===== src/design/hsa_pkg.sv =====
// Shared constants and types of the HSL saturation adjustment block.
package hsa_pkg;

  localparam int FRAC_BITS = 16;
  // Width of the saturation value, of the factors and of the config quotient.
  localparam int QW        = FRAC_BITS + 8;
  // Dividend width of the factor division 2^(2F) / S.
  localparam int D2W       = 2 * FRAC_BITS + 1;
  // Width of one channel's signed sum before the final shift.
  localparam int NW        = QW + 12;
  localparam int CW        = QW + 8;
  localparam int CNT_W     = $clog2(QW);

  localparam int PCT_SCALE = 100;
  localparam int BYTE_MAX  = 255;

  typedef struct packed {
    logic [2:0][7:0] ch;    // blue in [0], green in [1], red in [2]
    logic [8:0]      sum;
    logic            gray;
  } pix_t;

endpackage


===== src/design/hsa_cfg.sv =====
// Percent register and serial division of the percent-only factor.
module hsa_cfg import hsa_pkg::*; (
  input  logic                clk,
  input  logic                rst,
  input  logic                cfg_valid,
  output logic                cfg_ready,
  input  logic [7:0]          cfg_data,
  output logic signed [7:0]   pct,
  output logic [QW-1:0]       fac,
  output logic                busy
);

  logic [6:0]       rem;
  logic [6:0]       dv;
  logic [QW-1:0]    num;
  logic [CNT_W-1:0] cnt;
  logic [7:0]       t;
  logic             ge;
  logic [QW-1:0]    num_init;
  logic [6:0]       dv_init;
  logic signed [8:0] low_sum;

  assign cfg_ready = !busy;
  assign fac       = num;

  // Percent p from 0 to 99: p / (100 - p); from 100 up, p / 1. Negative
  // percent: (100 + p) / 100, or zero below minus one hundred.
  always_comb begin
    low_sum = 9'(PCT_SCALE) + {cfg_data[7], cfg_data};
    if (!cfg_data[7]) begin
      num_init = QW'({cfg_data[6:0], {FRAC_BITS{1'b0}}});
      dv_init  = (cfg_data[6:0] < 7'(PCT_SCALE)) ? 7'(7'(PCT_SCALE) - cfg_data[6:0]) : 7'd1;
    end else begin
      num_init = low_sum[8] ? '0 : QW'({low_sum[7:0], {FRAC_BITS{1'b0}}});
      dv_init  = 7'(PCT_SCALE);
    end
    t  = {rem, num[QW-1]};
    ge = (t >= {1'b0, dv});
  end

  always_ff @(posedge clk) begin
    if (rst) begin
      pct  <= '0;
      num  <= '0;
      busy <= 1'b0;
      cnt  <= '0;
      rem  <= '0;
      dv   <= 7'd1;
    end else if (cfg_valid && cfg_ready) begin
      pct  <= cfg_data;
      num  <= num_init;
      dv   <= dv_init;
      rem  <= '0;
      cnt  <= '0;
      busy <= 1'b1;
    end else if (busy) begin
      rem <= ge ? 7'(t - {1'b0, dv}) : t[6:0];
      num <= {num[QW-2:0], ge};
      cnt <= cnt + 1'b1;
      if (cnt == CNT_W'(QW - 1)) begin
        busy <= 1'b0;
      end
    end
  end

endmodule


===== config.mk =====
export PLATFORM = sky130hd
export DESIGN_NAME = hsa_cfg
export DESIGN_NICKNAME = d
export VERILOG_FILES = /design/src/design/hsa_pkg.sv /design/src/design/hsa_cfg.sv
export SDC_FILE = /design/constraint.sdc
export NUM_CORES = 1
export LEC_CHECK = 0
export BUFFER_PORTS_ARGS = -buffer_cell sky130_fd_sc_hd__buf_4
export CORE_MARGIN = 2
export CORE_UTILIZATION = 60
export CTS_BUF_LIST = sky130_fd_sc_hd__clkbuf_4 sky130_fd_sc_hd__clkbuf_8 sky130_fd_sc_hd__clkbuf_16
export DETAILED_ROUTE_END_ITERATION = 8
export GPL_TIMING_DRIVEN = 0
export HOLD_SLACK_MARGIN = 0.06
export PLACE_DENSITY = 0.84
export SYNTH_ARGS = -nofsm -noshare
export SYNTH_HDL_FRONTEND = slang
export SYNTH_SLANG_ARGS = --single-unit

===== constraint.sdc =====
create_clock -name clk -period 3.48 [get_ports clk]
set_input_delay 0.348 -clock clk [delete_from_list [all_inputs] [get_ports clk]]
set_output_delay 0.348 -clock clk [all_outputs]
set_load 0.01 [all_outputs]

==> run_results.csv <==
group,metric,value,unit
sta,clock.fmax,432,MHz
global_routing,track_usage,24.6,%
sta,clock_skew,0.00802,ns
placed_design,place_congestion,0.917,
critical_path,crit_arrival,2.50,ns
cts,clock_latency,0.30,ns
synth,synth_most_common_cell,"dfxtp_1",
synth,synthDistinctLibCells,45,
synth,synth_top_area_cell,"dfxtp_1",
synth,synth_seq_cells,52,
layout,antenna_cells,0,
sta,fin_crit,2.31,ns
floorplan,start_util,62.2,%
placed_design,place_ws,1.17,ns
synth,synth-simple-area-share,24.2,%
synth,yosysSeqAreaShare,38.7,%
global_routing,grt_max_degree,16,
detailed_routing,wl_per_cell,14.0,um
layout,drive_above_1_share,16.3,%
critical_path,crit_path_end_kind,"flop",
cts,cts_buffers,5,
critical_path,r2r_setup_slack,1.17,ns
sta,finalWorstSetupSlack,1.17,ns
floorplan,dieArea,0.00503,sq mm
critical_path,crit_type,"flop to flop",
floorplan,io_pins,45,
cts,holdBufCountCts,0,
sta,hold_viol_final,0,
synth,synth_flop_cell,"dfxtp_1",
min_path,hold_class,"primary input to flop",
floorplan,die-width,70.9,um
critical_path,crit_chain,"inv_1, ha_1, inv_1, fa_1, a211oi_2, o21ai_1, a41oi_2, buf_6, mux2i_1, a211oi_1",
synth,synth_top_family_by_area,"simple AND/OR/NAND/NOR gates",
sta,slew_violations,0,
floorplan,die_h,70.9,um
detailed_routing,antenna_left,0,
sta,setup_viol,0,
detailed_routing,vias_per_cell,5.63,
critical_path,slowest_delay,0.42,ns
layout,n_fill_cell,354,
detailed_routing,drc,0,
critical_path,critPathLaunch,"fac[23]",
cts,clock_path_buffers,2,
sta,relSlewSlack,60.0,%
sta,finalSetupTns,0,ns
critical_path,rr_startpoint,"fac[23]",
layout,utilization,72.9,%
layout,area.growth.synth_to_final,17.3,%
floorplan,row_count,24,
detailed_routing,drt_iter0_drc,152,
synth,synth_nets,357,
job,cap_violations,0,
synth,syn-cell-area,0.00269,sq mm
critical_path,cp_data_required_time,3.67,ns
synth,synth_top_area_share,38.7,%
detailed_routing,drt_wl_total,6070,um
floorplan,core-area,0.00432,sq mm
critical_path,critPathMostFrequentCell,"inv_1",
cts,cts_tree,"yes",
sta,worstMarginPinSlew,0.584,ns
detailed_routing,vias,2436,
synth,synth_compound_area_share,18.7,%
cts,post_cts_buffers,0,
synth,yosysWarnings,0,
min_path,hold_start,"cfg_data[0]",
global_routing,grt_first_pass_wirelength,10000,um
synth,async_reset_ff_share,0,%
global_routing,overflow,0,
synth,synth_common_cells,"dfxtp_1 (52), a21oi_1 (45), nor2_1 (43)",
critical_path,slowest_stage,"fa_1",
layout,num-nets-final,405,
critical_path,cp-start-kind,"flop",
cts,postCtsResizedCells,0,
sta,rsz0062_at_grt,"no",
power,ir_drop,269,uV
cts,clk_pin_slew,0.09,ns
outcome,status,"complete, no violations",
power,power_density,416,mW/mm^2
placed_design,placed_area,0.00306,sq mm
layout,design_area,0.00315,sq mm
synth,syn_area_per_cell,8.07,sq um
cts,cts-root-buf,"clkbuf_8",
detailed_routing,dr.pass1.iters,4,
placed_design,portBuffers,41,
critical_path,critPathMaxFanout,10,
placed_design,dp_hpwl,4510,um
critical_path,critPathTopFamily,"compound AO/OA/AOI/OAI gates",
cts,cts.sinks,52,
synth,netlist_top_cells_area,"dfxtp_1 (39%), a21oi_1 (8.4%), nor2_1 (6.0%)",
power,p_leak,1.27,nW
synth,synthAdderAreaFrac,6.33,%
synth,syn-instance-count,333,
sta,period_share,66.5,%
synth,synth_xor_area_share,3.58,%
synth,synth_mux_area_share,1.86,%
synth,synth_edf_count,0,
cts,htreeDepth,2,
global_routing,antenna_found_initial,0,
critical_path,crit_buf_inv,3,
global_routing,grt_pass1_vias,2222,
-- worst paths after layout --
kind	endpoint	depth (start not counted)
worst min-delay path	pct[0]	3
worst max register to register	rem[3]	10
worst max-delay path	rem[3]	10
worst min register to register	pct[5]	2
-- cell usage in the layout, fill, tap and decap left out, types with 7 or more instances in the layout --
cell type / count
nand2_1: 30
a21oi_1: 45
clkbuf_1: 15
nor3b_1: 17
o21ai_0: 7
dfxtp_1: 52
nand3_1: 9
nor3_1: 7
buf_4: 41
clkbuf_8: 7
inv_1: 15
ha_1: 12
nor2_1: 43
-- power breakdown --
part	leakage [nW]	internal (mW)	total, mW	switching [mW]
registers	0.424	0.622	0.639	0.0175
clock network	0.0473	0.159	0.348	0.189
logic	0.795	0.136	0.323	0.186
total	1.27	0.917	1.31	0.393
-- layout make-up --
class	count	area, sq um	share of cell area, %
plain buffers	24	119	3.77
clock inverters	1	8.76	0.278
multi-input cells	241	1470	46.6
well taps	52	65.1	2.06
clock buffers	6	82.6	2.62
inverters	16	60.1	1.91
flip-flops and latches	52	1040	33.0
repair buffers	41	308	9.77
-- sequential cells by signal (all words and copies together), names as in the netlist --
name,count
dv,7
cnt,5
fac,24
pct,8
busy,1
rem,7
-- per-layer routing --
layer / share of wire, % / vias up / global-route usage, %
met3: 3.3 / 4 / 4.42
met5: 0 / - / 0
met2: 47 / 46 / 40.0
met1: 48 / 1131 / 33.5
li1: - / 1255 / -
met4: 0.91 / 0 / 7.76
-- stage by stage --
step                total power, mW  hold slack (ns)  instances
floorplan                     0.882            0.432        333
global placement              0.968            0.445        426
detailed placement            0.973            0.448        426
CTS                            1.32            0.314        433
global route                   1.37            0.321        433
finish                         1.31            0.318        433
-- worst reg2reg max path: stages (launching register included) --
cell	delay (ns)
dfxtp_1	0.34
inv_1	0.09
ha_1	0.17
inv_1	0.05
fa_1	0.42
a211oi_2	0.24
o21ai_1	0.11
a41oi_2	0.25
buf_6	0.19
mux2i_1	0.25
a211oi_1	0.10
-- cells by family (layout without fill, tap and decap cells) --
kind of cell / after synthesis / after routing
AOI/OAI and AO/OA: 81 / 81
buffers and inverters: 40 / 88
and+or+nand+nor: 131 / 131
adders and majority gates: 13 / 13
muxes: 5 / 5
xor gates and xnor gates: 11 / 11
DFF: 52 / 52
No activity file was read; power rests on OpenSTA's default activity.
